### config.mk
export PLATFORM = sky130hd
export DESIGN_NAME = ogf_ram
export DESIGN_NICKNAME = d
export VERILOG_FILES = /design/src/rtl/ogf_ram.sv
export SDC_FILE = /design/constraint.sdc
export NUM_CORES = 2
export LEC_CHECK = 0
export ABC_CLOCK_PERIOD_IN_PS = 3100
export BUFFER_PORTS_ARGS = -buffer_cell sky130_fd_sc_hd__buf_2
export CAP_MARGIN = 0
export CORE_ASPECT_RATIO = 1.1
export CORE_UTILIZATION = 35
export DETAILED_ROUTE_END_ITERATION = 8
export PLACE_DENSITY = 0.59
export SYNTH_ARGS = -nofsm -noshare
export SYNTH_HDL_FRONTEND = slang
export SYNTH_SLANG_ARGS = --single-unit
### constraint.sdc
create_clock -name clock -period 3.1 [get_ports clock]
set_input_delay 0.155 -clock clock [delete_from_list [all_inputs] [get_ports clock]]
set_output_delay 0.155 -clock clock [all_outputs]
set_load 0.03 [all_outputs]
### src/rtl/ogf_ram.sv
// Generic simple dual-port RAM with one write port and a registered read port.
`timescale 1ns / 1ps
module ogf_ram #(
   parameter int WIDTH = 8,
   parameter int DEPTH = 256
) (
   input  logic                     clock,
   input  logic                     wr_en,
   input  logic [$clog2(DEPTH)-1:0] wr_addr,
   input  logic [WIDTH-1:0]         wr_data,
   input  logic                     rd_en,
   input  logic [$clog2(DEPTH)-1:0] rd_addr,
   output logic [WIDTH-1:0]         rd_data
);
   logic [WIDTH-1:0] mem [DEPTH];
   logic [WIDTH-1:0] rd_data_ff;

   always_ff @(posedge clock) begin
      if (wr_en) begin
         mem[wr_addr] <= wr_data;
      end
      if (rd_en) begin
         rd_data_ff <= mem[rd_addr];
      end
   end

   assign rd_data = rd_data_ff;
endmodule

# == Word level (Yosys, flattened, before mapping) ==
# Memory sizes are Yosys's and may differ from the RTL's. A register that Yosys moved wholly into a read port is not among the register bits.
# Cells that the tools add are included.
# classes
muxes,2
# ops
op,n
$mux 1,2
# word_totals
output_inout_bits,8
mem_count,1
in_bits,27
word_cells,3
ramBits,2048
register_bits,0
# memory_table
name,words,word_bits,rd,rd_ports_with_merged_regs,wr,line,rtl
mem,256,8,1,1,1,15,logic [WIDTH-1:0] mem [DEPTH];

# == Logic depth before layout (Yosys ltp) ==
# depth
word_depth,2
depth_mapped,11
ltp_nobuf,6

# == Worst setup path before layout ==
# Ideal clock, no wire load.
# synth_timing
path_kind,in2reg
startpoint,input rd_addr[0]
endpoint,register rd_data_ff[2] (netlist: rd_data[2]) (read register of mem) (data pin)
stages,9
slack_ns,0.869
t_arrival_ns,1.962
path_cell_list,buf_6 > buf_12 > buf_8 > buf_2 > mux4_2 > a22oi_1 > a21oi_1 > nor4_1 > nor4_2
# synth_rtl
element,line,rtl
"start, declared",12,"input logic [$clog2(DEPTH)-1:0] rd_addr,"
"end, declared",16,logic [WIDTH-1:0] rd_data_ff;

==> qor.csv <==
stage,metric,value,unit
status,status,"complete, no violations",
global_route,grt_pass1_vias,40495,
placed_design,place_congestion,0.843,
power,switchingPower,12600,uW
floorplan,dieArea,229000,um^2
logic_synthesis,synth_cells,3733,
logic_synthesis,syn_area,79600,um^2
floorplan,die-width,457,um
logic_synthesis,synth_edf_count,2056,
clock_network,cts_tree,yes,
clock_network,cts_made_buffers,202,
power,combPwrFrac,5.2,%
clock_network,cts.sinks,2056,
setup_path,worst_setup_path_start_kind,flop,
global_route,grt_pass1_wl,296,mm
cells_and_area,nNetsFinal,4215,
global_route,antenna_found_initial,13,
setup_path,arrival,3.45,ns
placed_design,port_buffers,34,
power,swShare,21.7,%
cells_and_area,final_cell_mix,"2,056 x edfxtp_1, 454 x mux4_2, 387 x buf_4",
sta,fin_crit_sh,93.9,%
drt,drt_iter0_drc,4093,
power,power_frac_seq,53.1,%
sta,fmaxAchievable,344,MHz
power,power,57800,uW
drt,drc,0,
power,ir_drop,601,uV
sta,max_slew.worst_pin.slew,1.23,ns
drt,vias,39629,
sta,setup_violations,0,
sta,hold_violations,0,
setup_path,critical_path_class,reg -> reg,
sta,relSlewSlack,17.5,%
clock_network,cts_root_buffer,clkbuf_16,
floorplan,die_height,502,um
drt,wl,206,mm
global_route,grt_usage,17.9,%
cells_and_area,fillers,19574,
sta,fin_worst_skew,0.0331,ns
logic_synthesis,yosysSeqAreaShare,77.5,%
drt,vias_per_cell,5.41,
cells_and_area,layout_commonest_cell,edfxtp_1,
logic_synthesis,async_flop_share,0,%
setup_path,r2r_setup_slack,0.19,ns
power,clockPowerShare,41.7,%
setup_path,crit_fanout,1,
logic_synthesis,yosysWarnings,0,
power,intPower,45200,uW
clock_network,cts_buffer_depth,3,
clock_network,cts.clk_slew.worst_paths,0.06,ns
power,p_leak,0.0291,uW
logic_synthesis,post_synth.cell_area_avg,21.3,um^2
setup_path,crit_path_end_kind,flop,
sta,rsz0062_at_grt,false,
sta,fin_crit,2.91,ns
logic_synthesis,synth_cell_types,54,
logic_synthesis,synth_nets,3760,
logic_synthesis,ys_ff_latch,2056,
sta,slew_viol_final,0,
drt,first_pass_iters,5,
cells_and_area,drive_above_1_share,28.3,%
floorplan,rows,183,
sta,holdWs,0.0716,ns
global_route,overflow,0,
clock_network,clock_latency,0.84,ns
floorplan,core,226000,um^2
floorplan,io_pins,35,
drt,ant_nets,0,
drt,wl_per_cell,28.1,um
placed_design,post-dp-hpwl,132,mm
global_route,grt_max_degree,118,
logic_synthesis,synth_ff_type,edfxtp_1,
setup_path,cp.required,3.64,ns
clock_network,h-tree-depth,4,
floorplan,start_util,35.2,%
power,power_density,623,nW/um^2
worst_hold_path,hold_path.class,in -> reg,
cells_and_area,area_growth,16.5,%
flow_run,cap_violations,0,
==> power groups by stage <==
stage / clock [uW] / sequential [uW] / combinational, uW
CTS: 24500 / 30700 / 3040
finish: 24100 / 30700 / 3000
detailed placement: 0 / 31300 / 3030
global route: 25500 / 30700 / 3160
floorplan: 0 / 31300 / 1490
global placement: 0 / 31300 / 3000
==> cells by family (layout without fill, tap and decap cells) <==
family | count (synthesis) | in the layout | synth area share (%)
muxes | 591 | 591 | 14.6
DFF | 2056 | 2056 | 77.5
buffers and inverters | 235 | 863 | 1.83
AOI/OAI and AO/OA | 385 | 385 | 3.42
other | 0 | 5 | 0
and+or+nand+nor | 466 | 466 | 2.63
==> state kept, by name, summed over array words and instances, names as in the netlist <==
signal   count
rd_data      8
mem       2048
==> repair_timing <==
item	in CTS	in global routing
endpoints found under the setup margin	0	0
resized for setup	0	0
hold endpoints to repair	619	0
hold buffers	11	0
setup buffers	0	0
==> per-stage QoR <==
| step | utilization (%) | TNS (ns) | std cells | setup WS [ns] | cell area [um^2] |
|---|---|---|---|---|---|
| 6_report | 41.1 | 0 | 7326 | 0.189 | 92800 |
| 4_1_cts | 41.1 | 0 | 7321 | 0.200 | 92800 |
| 2_1_floorplan | - | 0 | 3733 | 0.869 | 79600 |
| 3_5_place_dp | 38.1 | -1.33 | 6933 | -0.437 | 86200 |
| 5_1_grt | 41.1 | 0 | 7322 | 0.139 | 92800 |
| 3_3_place_gp | 38.1 | -1.21 | 6933 | -0.408 | 86200 |
==> per-layer routing <==
metal / vias up / track usage (%) / routed length (um) / part of all wire (%)
met5: - / 0 / 13 / 0.0063
met4: 2 / 5.99 / 6670 / 3.2
met3: 308 / 2.68 / 12200 / 5.9
met2: 1424 / 30.6 / 104000 / 51
met1: 21282 / 23.2 / 82800 / 40
li1: 16613 / - / - / -
==> critical path, cell delays in order (launching register included) <==
cell and delay [ns]:
edfxtp_1 0.36, mux4_2 0.51, a22o_1 0.28, a221oi_2 0.22, o32ai_2 0.16, nor3_1 0.96
nor4_2 0.13
==> Yosys cell counts (6+ instances only) <==
master	n	area, um^2
buf_1	22	82.6
buf_8	13	195
nand3_1	34	170
a21oi_1	96	480
edfxtp_1	2056	61700
o221ai_1	46	403
nor2_1	282	1060
clkbuf_1	111	417
a22o_1	8	70.1
o22ai_1	28	175
nor2b_1	31	194
nand4_1	10	62.6
nor4_1	24	150
a221oi_1	13	114
buf_2	31	155
buf_12	8	160
and2_1	6	37.5
o21ai_0	10	50.1
nand2_1	33	124
mux4_2	454	10200
mux2i_1	134	1340
buf_6	21	236
nor3_1	22	110
buf_4	27	203
a22oi_1	133	998
nand2b_1	8	50.1
o211ai_1	10	75.1
a211oi_1	16	120
==> final timing paths <==
kind,start,to,cells past startpoint
setup / recovery,mem[83][6],rd_data[6],6
hold / removal,wr_addr[0],mem[147][5],3
setup reg to reg,mem[83][6],rd_data[6],6
hold reg to reg,mem[23][0],rd_data[0],6
==> cell type report <==
type                    instances  area, um^2  area share, %
flip-flops and latches       2056       61700           66.5
well taps                    2960        3700           3.99
multi-input cells            1442       16500           17.8
repair buffers                484        4360           4.69
clock buffers                 244        5210           5.62
clock inverters               133        1270           1.37
inverters                       2        7.51        0.00809
diodes                          5        12.5         0.0135
(Power assumes the default switching activity.)
