<file path="config.mk">
export PLATFORM = sky130hd
export DESIGN_NAME = ogf_mapper
export DESIGN_NICKNAME = d
export VERILOG_FILES = /design/src/rtl/ogf_pkg.sv /design/src/rtl/ogf_mapper.sv
export SDC_FILE = /design/constraint.sdc
export NUM_CORES = 2
export LEC_CHECK = 0
export ABC_AREA = 1
export BUFFER_PORTS_ARGS = -buffer_cell sky130_fd_sc_hd__buf_2
export CAP_MARGIN = 20
export CORE_MARGIN = 3
export CORE_UTILIZATION = 30
export DETAILED_ROUTE_END_ITERATION = 12
export SETUP_SLACK_MARGIN = 0.02
export SLEW_MARGIN = 20
export SYNTH_ARGS = -nofsm -noshare
export SYNTH_HDL_FRONTEND = slang
export SYNTH_SLANG_ARGS = --single-unit
</file>
<file path="constraint.sdc">
create_clock -name clock -period 7 [get_ports clock]
set_input_delay 1.05 -clock clock [delete_from_list [all_inputs] [get_ports clock]]
set_output_delay 1.05 -clock clock [all_outputs]
set_load 0.05 [all_outputs]
</file>
<file path="src/rtl/ogf_pkg.sv">
// Shared constants, types and codes of the occupancy grid fusion block.
`timescale 1ns / 1ps
package ogf_pkg;

   // Map geometry
   localparam int MAP_WIDTH   = 512;
   localparam int MAP_HEIGHT  = 512;
   localparam int LOCAL_SIDE  = 1024;
   localparam int STORE_DEPTH = 262144;
   localparam int ADDR_W      = 18;
   localparam int MAP_CELLS   = MAP_WIDTH * MAP_HEIGHT;
   localparam int CLEAR_CELLS = (MAP_CELLS < STORE_DEPTH) ? MAP_CELLS : STORE_DEPTH;
   localparam int COL_W       = $clog2(MAP_WIDTH + 1);
   localparam int ROW_W       = $clog2(MAP_HEIGHT + 1);
   localparam int FULL_W      = $clog2(MAP_CELLS + 1);

   // Item field widths
   localparam int LOCAL_W = 10;
   localparam int COST_W  = 8;
   localparam int LEVEL_W = 7;
   localparam int CODE_W  = 3;

   // Affine arithmetic: Q16.16 coefficients times 2*local+1, i.e. 2^-17 resolution
   localparam int COEF_W     = 32;
   localparam int MULT_W     = LOCAL_W + 2;
   localparam int PROD_W     = COEF_W + MULT_W;
   localparam int SUM_W      = PROD_W + 2;
   localparam int FRAC_SHIFT = 17;
   localparam int Q_W        = SUM_W - FRAC_SHIFT;

   // Cell codes
   localparam logic signed [COST_W-1:0] OCCUPIED_CODE = 8'sd100;
   localparam logic signed [COST_W-1:0] FREE_CODE     = 8'sd0;
   localparam logic signed [COST_W-1:0] UNKNOWN_CODE  = -8'sd1;
   localparam logic signed [COST_W-1:0] CLAMP_TOP     = 8'sd100;

   // Configuration port
   localparam int CSR_IDX_W  = 3;
   localparam int CSR_DATA_W = 32;
   localparam logic [CSR_IDX_W-1:0] CSR_COEF_COL_FROM_COL = 3'd0;
   localparam logic [CSR_IDX_W-1:0] CSR_COEF_COL_FROM_ROW = 3'd1;
   localparam logic [CSR_IDX_W-1:0] CSR_COEF_ROW_FROM_COL = 3'd2;
   localparam logic [CSR_IDX_W-1:0] CSR_COEF_ROW_FROM_ROW = 3'd3;
   localparam logic [CSR_IDX_W-1:0] CSR_OFFSET_COL        = 3'd4;
   localparam logic [CSR_IDX_W-1:0] CSR_OFFSET_ROW        = 3'd5;
   localparam logic [CSR_IDX_W-1:0] CSR_LETHAL_LEVEL      = 3'd6;
   localparam logic [CSR_IDX_W-1:0] CSR_FREE_LEVEL        = 3'd7;

   // Item function codes
   localparam logic FUNC_FUSE = 1'b0;
   localparam logic FUNC_READ = 1'b1;

   typedef enum logic [CODE_W-1:0] {
      OUT_SKIPPED = 3'd0,
      OUT_OUTSIDE = 3'd1,
      OUT_WRITTEN = 3'd2,
      OUT_KEPT    = 3'd3,
      OUT_READ    = 3'd4
   } outcome_type;

   typedef struct packed {
      logic signed [COEF_W-1:0] col_from_col;
      logic signed [COEF_W-1:0] col_from_row;
      logic signed [COEF_W-1:0] row_from_col;
      logic signed [COEF_W-1:0] row_from_row;
      logic signed [COEF_W-1:0] offset_col;
      logic signed [COEF_W-1:0] offset_row;
   } affine_type;

   typedef struct packed {
      logic              valid;
      logic              on_map;
      logic [ADDR_W-1:0] index;
   } map_res_type;

endpackage

</file>
<file path="src/rtl/ogf_mapper.sv">
// Three-stage affine mapper from a local cell centre to a global map index.
`timescale 1ns / 1ps
module ogf_mapper (
   input  logic                          clock,
   input  logic                          reset,
   input  logic                          start,
   input  logic [ogf_pkg::LOCAL_W-1:0]   local_col,
   input  logic [ogf_pkg::LOCAL_W-1:0]   local_row,
   input  ogf_pkg::affine_type           affine,
   output ogf_pkg::map_res_type          res
);
   logic signed [ogf_pkg::MULT_W-1:0] col_mult;
   logic signed [ogf_pkg::MULT_W-1:0] row_mult;

   logic                              prod_valid_ff;
   logic                              prod_local_ok_ff;
   logic signed [ogf_pkg::PROD_W-1:0] prod_cc_ff;
   logic signed [ogf_pkg::PROD_W-1:0] prod_cr_ff;
   logic signed [ogf_pkg::PROD_W-1:0] prod_rc_ff;
   logic signed [ogf_pkg::PROD_W-1:0] prod_rr_ff;

   logic                              sum_valid_ff;
   logic                              sum_local_ok_ff;
   logic signed [ogf_pkg::SUM_W-1:0]  sum_col_ff;
   logic signed [ogf_pkg::SUM_W-1:0]  sum_row_ff;

   logic [ogf_pkg::Q_W-1:0]           col_q;
   logic [ogf_pkg::Q_W-1:0]           row_q;
   logic                              col_ok;
   logic                              row_ok;
   logic [ogf_pkg::FULL_W-1:0]        full_index;

   logic                              res_valid_ff;
   logic                              res_inside_ff;
   logic [ogf_pkg::ADDR_W-1:0]        res_index_ff;

   // Cell centre doubled: 2*local+1, kept positive in a signed operand
   assign col_mult = $signed({1'b0, local_col, 1'b1});
   assign row_mult = $signed({1'b0, local_row, 1'b1});

   always_ff @(posedge clock) begin
      if (reset) begin
         prod_valid_ff <= 1'b0;
         sum_valid_ff  <= 1'b0;
         res_valid_ff  <= 1'b0;
      end else begin
         prod_valid_ff <= start;
         sum_valid_ff  <= prod_valid_ff;
         res_valid_ff  <= sum_valid_ff;
      end
      if (start) begin
         prod_local_ok_ff <= (32'(local_col) < ogf_pkg::LOCAL_SIDE) &&
                             (32'(local_row) < ogf_pkg::LOCAL_SIDE);
         prod_cc_ff <= affine.col_from_col * col_mult;
         prod_cr_ff <= affine.col_from_row * row_mult;
         prod_rc_ff <= affine.row_from_col * col_mult;
         prod_rr_ff <= affine.row_from_row * row_mult;
      end
      sum_local_ok_ff <= prod_local_ok_ff;
      sum_col_ff <= ogf_pkg::SUM_W'(prod_cc_ff) + ogf_pkg::SUM_W'(prod_cr_ff) +
                    (ogf_pkg::SUM_W'(affine.offset_col) <<< 1);
      sum_row_ff <= ogf_pkg::SUM_W'(prod_rc_ff) + ogf_pkg::SUM_W'(prod_rr_ff) +
                    (ogf_pkg::SUM_W'(affine.offset_row) <<< 1);
      res_inside_ff <= sum_local_ok_ff && col_ok && row_ok &&
                       (32'(full_index) < ogf_pkg::STORE_DEPTH);
      res_index_ff  <= ogf_pkg::ADDR_W'(full_index);
   end

   // Floor of a non-negative sum is the integer part above the fraction bits
   always_comb begin
      col_q  = sum_col_ff[ogf_pkg::SUM_W-1:ogf_pkg::FRAC_SHIFT];
      row_q  = sum_row_ff[ogf_pkg::SUM_W-1:ogf_pkg::FRAC_SHIFT];
      col_ok = !sum_col_ff[ogf_pkg::SUM_W-1] && (col_q < ogf_pkg::Q_W'(ogf_pkg::MAP_WIDTH));
      row_ok = !sum_row_ff[ogf_pkg::SUM_W-1] && (row_q < ogf_pkg::Q_W'(ogf_pkg::MAP_HEIGHT));
      full_index = ogf_pkg::FULL_W'(row_q[ogf_pkg::ROW_W-1:0]) *
                   ogf_pkg::FULL_W'(ogf_pkg::MAP_WIDTH) +
                   ogf_pkg::FULL_W'(col_q[ogf_pkg::COL_W-1:0]);
   end

   assign res.valid  = res_valid_ff;
   assign res.on_map = res_inside_ff;
   assign res.index  = res_index_ff;
endmodule

</file>
After elaboration in Yosys (flattened, before gate mapping). Index checks and enable logic that the tools add are counted.

Register bits after elaboration: 290. Output and inout port bits: 20.

Add/sub/neg operators: 5. $mul: 4. Magnitude comparators: 3. Reduce and logical (&&, ||, !) cells: 6.

Operator list (number): $mul 32x12->44 (4); $add 45x33->46 (2); $add 44x44->45 (2); $lt 29x10->1 const B (2); $add 19x10->19 (1); $lt 19x19->1 const B (1); $logic_and 1x1->1 (4); $logic_not 1->1 (2).

Longest topological paths before layout.
Depth after elaboration: 4. Depth in mapped cells: 26. Mapped depth without buffers: 24.

Worst setup path before layout. OpenSTA, ideal clock, no wires.

Kind: input port to flip-flop. Start: input local_col[4] (netlist bit). End: register prod_cc_ff[43] (netlist bit) (data pin). Arrival time: 5.485 ns. Path slack: 1.261 ns. Stages on the path: 21. Path buffers: 2. Cell sequence: clkbuf_1 > clkbuf_1 > nand2_1 > fa_1 > inv_1 > fa_1 > inv_1 > fa_1 > inv_1 > fa_1 > inv_1 > fa_1 > inv_1 > ha_1 > nand2_1 > nor3_1 > nand2_1 > nor2_1 > nand4_1 > nand4_1 > nand2_1.

Cells in the longest elaborated chain, start to end: 1.

Ends and longest elaborated chain: from (decl) (line ogf_mapper.sv:7) `input logic [ogf_pkg::LOCAL_W-1:0] local_col,`; $mul 32x12->44 (line ogf_mapper.sv:54) `prod_cc_ff <= affine.col_from_col * col_mult;`; to (signal assigned) (line ogf_mapper.sv:54); to (decl) (line ogf_mapper.sv:17) `logic signed [ogf_pkg::PROD_W-1:0] prod_cc_ff;`.

Every way passes these cells. A chain may end at the register's enable or synchronous reset.

Final worst setup path.
Start: input local_row[7] (netlist bit). End: register prod_cr_ff[40] (netlist bit) (data pin).

Cells in the longest elaborated chain, start to end: 1.

Ends and longest elaborated chain: from (decl) (line ogf_mapper.sv:8) `input logic [ogf_pkg::LOCAL_W-1:0] local_row,`; $mul 32x12->44 (line ogf_mapper.sv:55) `prod_cr_ff <= affine.col_from_row * row_mult;`; to (signal assigned) (line ogf_mapper.sv:55); to (decl) (line ogf_mapper.sv:18) `logic signed [ogf_pkg::PROD_W-1:0] prod_cr_ff;`.

Every way passes these cells.

==> qor.yml <==
timing:
  final.setup.tns_ns: 0
  finalCritPeriodShare_pct: 84.0
  clock_skew_ns: 0.0358
  maxSlewHeadroom_pct: 32.0
  max_freq_ghz: 0.170
  hold_viol: 0
  tightestPinTransition_ns: 1.02
  setup_viol: 0
  drv_slew: 0
  rsz0062_at_grt: "no"
  period_minus_slack_ns: 5.88
synthesis:
  synth_mux_area_share_pct: 0
  synth_xor_area_share_pct: 1.67
  yosys-top-cells-area: "fa_1 (39%), nand2_1 (14%), inv_1 (13%), ha_1 (8.7%), edfxtp_1 (7.9%)"
  synth_nets: 10800
  ys_ff_latch: 256
  synth_compound_area_share_pct: 4.54
  synthAdderAreaFrac_pct: 47.9
  syn_area_per_cell_sq_um: 7.57
  synth_area_sq_um: 66700
  ys_types: 45
  yosysTopAreaCell: "fa_1"
  yosysTopAreaCellShare_pct: 39.2
  yosys.area_share.simple_pct: 20.5
  synth_cells: 8813
  ys_seq_area_share_pct: 10.3
  ys_warn_count: 0
  synth_top_family_by_area: "adder cells"
worst_setup_path:
  r2r_end: "sum_col_ff[29]"
  r2r_setup_slack_ns: 4.16
  required_ns: 7.35
  arrival_ns: 6.23
  reg2reg_from: "prod_cc_ff[24]"
  crit_type: "in2reg"
  worst_setup_path_end_kind: "flop"
  cp-start-kind: "primary input"
  worstPathMaxFanout: 32
  rr_worst_depth: 10
status:
  status: "completed"
route:
  vias: 53500
  drc: 0
  finalWirelength_mm: 197
  drt_first_pass_iters: 8
  drtAntennaViolNets: 0
  drtIter0Drc: 3090
  routed_via_density: 4.51
  post_drt_wl_per_cell_microns: 16.6
placed_design:
  gp_congestion: 0.950
  portBuffers: 234
  dpl.hpwl_mm: 170
cts:
  worst_skew_pair.late_latency_ns: 0.61
  root_buffer: "clkbuf_16"
  cts_tree: "built"
  cts_resized: 0
  htree_levels: 1
  cts.clk_slew.worst_paths_ns: 0.07
  postCtsHoldBufs: 0
  cts_buffers: 30
  clock-sinks: 256
  ctsLongestPathBuffers: 3
  cts_setup_buffers: 0
cells_and_area:
  seq_area_sq_um: 6890
  layout.nets: 10800
  multiInputGateArea_sq_um: 49800
  syn_to_final_growth_pct: 8.21
  fillCellCount: 23800
  layout_commonest_cell: "nand2_1"
  mostFrequentLayoutCells: "nand2_1 (2,569), inv_1 (2,397), fa_1 (1,306)"
  drive_gt1_share_pct: 4.51
global_routing:
  grt_max_degree: 96
  gr-usage-all-layers_pct: 17.4
  grt_overflow: 0
  grt_pass1_vias: 56200
  grt_first_pass_wirelength_mm: 315
  antenna_found_initial: 23
floorplan:
  core_area_sq_um: 220000
  dieArea_sq_um: 228000
  die_y_microns: 477
  start_util_pct: 30.3
  num_rows: 172
  floorplan.die.width_microns: 477
  ios: 235
job:
  drv_cap: 0
worst_hold_path:
  hold_class: "reg2reg"
  worstHoldEndpoint: "res_index_ff[7]"
  hp-start: "sum_col_ff[24]"
  min_path_cells: 0
## critical path: stages
cell	delay, ns
buf_2	0.43
buf_12	0.28
nand2_1	0.09
fa_1	0.48
inv_1	0.06
fa_1	0.54
fa_1	0.44
fa_1	0.50
inv_1	0.05
fa_1	0.53
inv_1	0.06
ha_1	0.37
nand2_1	0.12
nor2_1	0.21
inv_1	0.12
nor3_1	0.44
nand4_1	0.21
nand4_1	0.15
nand2_1	0.06
## flip-flops by register name, indices dropped and copies added (netlist names)
signal and count:
prod_rc_ff 44, res_index_ff 18, sum_col_ff 29, prod_rr_ff 44, prod_valid_ff 1, prod_cr_ff 44
prod_cc_ff 44, sum_row_ff 29, res_valid_ff 1, res_inside_ff 1, sum_valid_ff 1
## worst max path at each step
stage | cells after the start | from | end
2_1_floorplan | 21 | local_col[4] | prod_cc_ff[43]
5_1_grt | 19 | local_row[2] | prod_rr_ff[43]
6_report | 19 | local_row[7] | prod_cr_ff[40]
3_3_place_gp | 18 | local_col[4] | prod_rc_ff[21]
4_1_cts | 20 | local_row[6] | prod_cr_ff[33]
3_5_place_dp | 19 | local_col[4] | prod_rc_ff[20]
## final cells by class
| class | count | area share, % |
|---|---|---|
| clock inverters | 20 | 0.250 |
| clock buffers | 36 | 1.17 |
| flip-flops and latches | 256 | 9.54 |
| repair buffers | 284 | 2.42 |
| multi-input cells | 5888 | 69.0 |
| inverters | 2399 | 12.5 |
| well taps | 2958 | 5.13 |
| diodes | 11 | 0.0381 |
## Yosys cell counts, drive strengths merged
library cell     n
fa            1306
o21bai          34
and2             6
nor2           467
o311ai           1
and3             1
o21ai          164
xor2            91
a21boi           4
edfxtp         176
o211ai           9
buf             36
clkbuf         234
o21a             7
nand2         2588
inv           2399
or2             13
nand3          230
dfxtp           80
a21o            21
ha             464
nor3            35
xnor2           36
nand4           81
nand3b           5
nor4            14
a21oi          311
## metal layers
metal	up-vias	share of wire (%)	global-route usage (%)	routed length, microns
li1	25700	-	-	-
met4	14	4.0	5.85	7780
met5	-	0.058	0	114
met1	26200	42	21.8	81900
met3	267	4.4	1.90	8720
met2	1243	50	31.1	98200
## through the flow
step                worst slack [ns]  hold slack, ns  util, %  cell area, sq um  instances
floorplan                       1.26           0.310        -             66700       8813
global placement               0.562           0.312     32.3             71100      11800
detailed placement             0.589           0.312     32.3             71100      11800
CTS                             1.24           0.327     32.7             72100      11800
finish                          1.12           0.327     32.7             72200      11900
global route                   0.896           0.340     32.7             72100      11800
## kinds of logic after synthesis
kind of cell	count (synthesis)
adders and majority gates	1770
AOI/OAI and AO/OA	551
xor gates and xnor gates	127
buffers and inverters	2669
DFF	256
and+or+nand+nor	3440
Power is not shown: default switching activity piles up to over one toggle a cycle in this logic, so the estimate is an artifact.
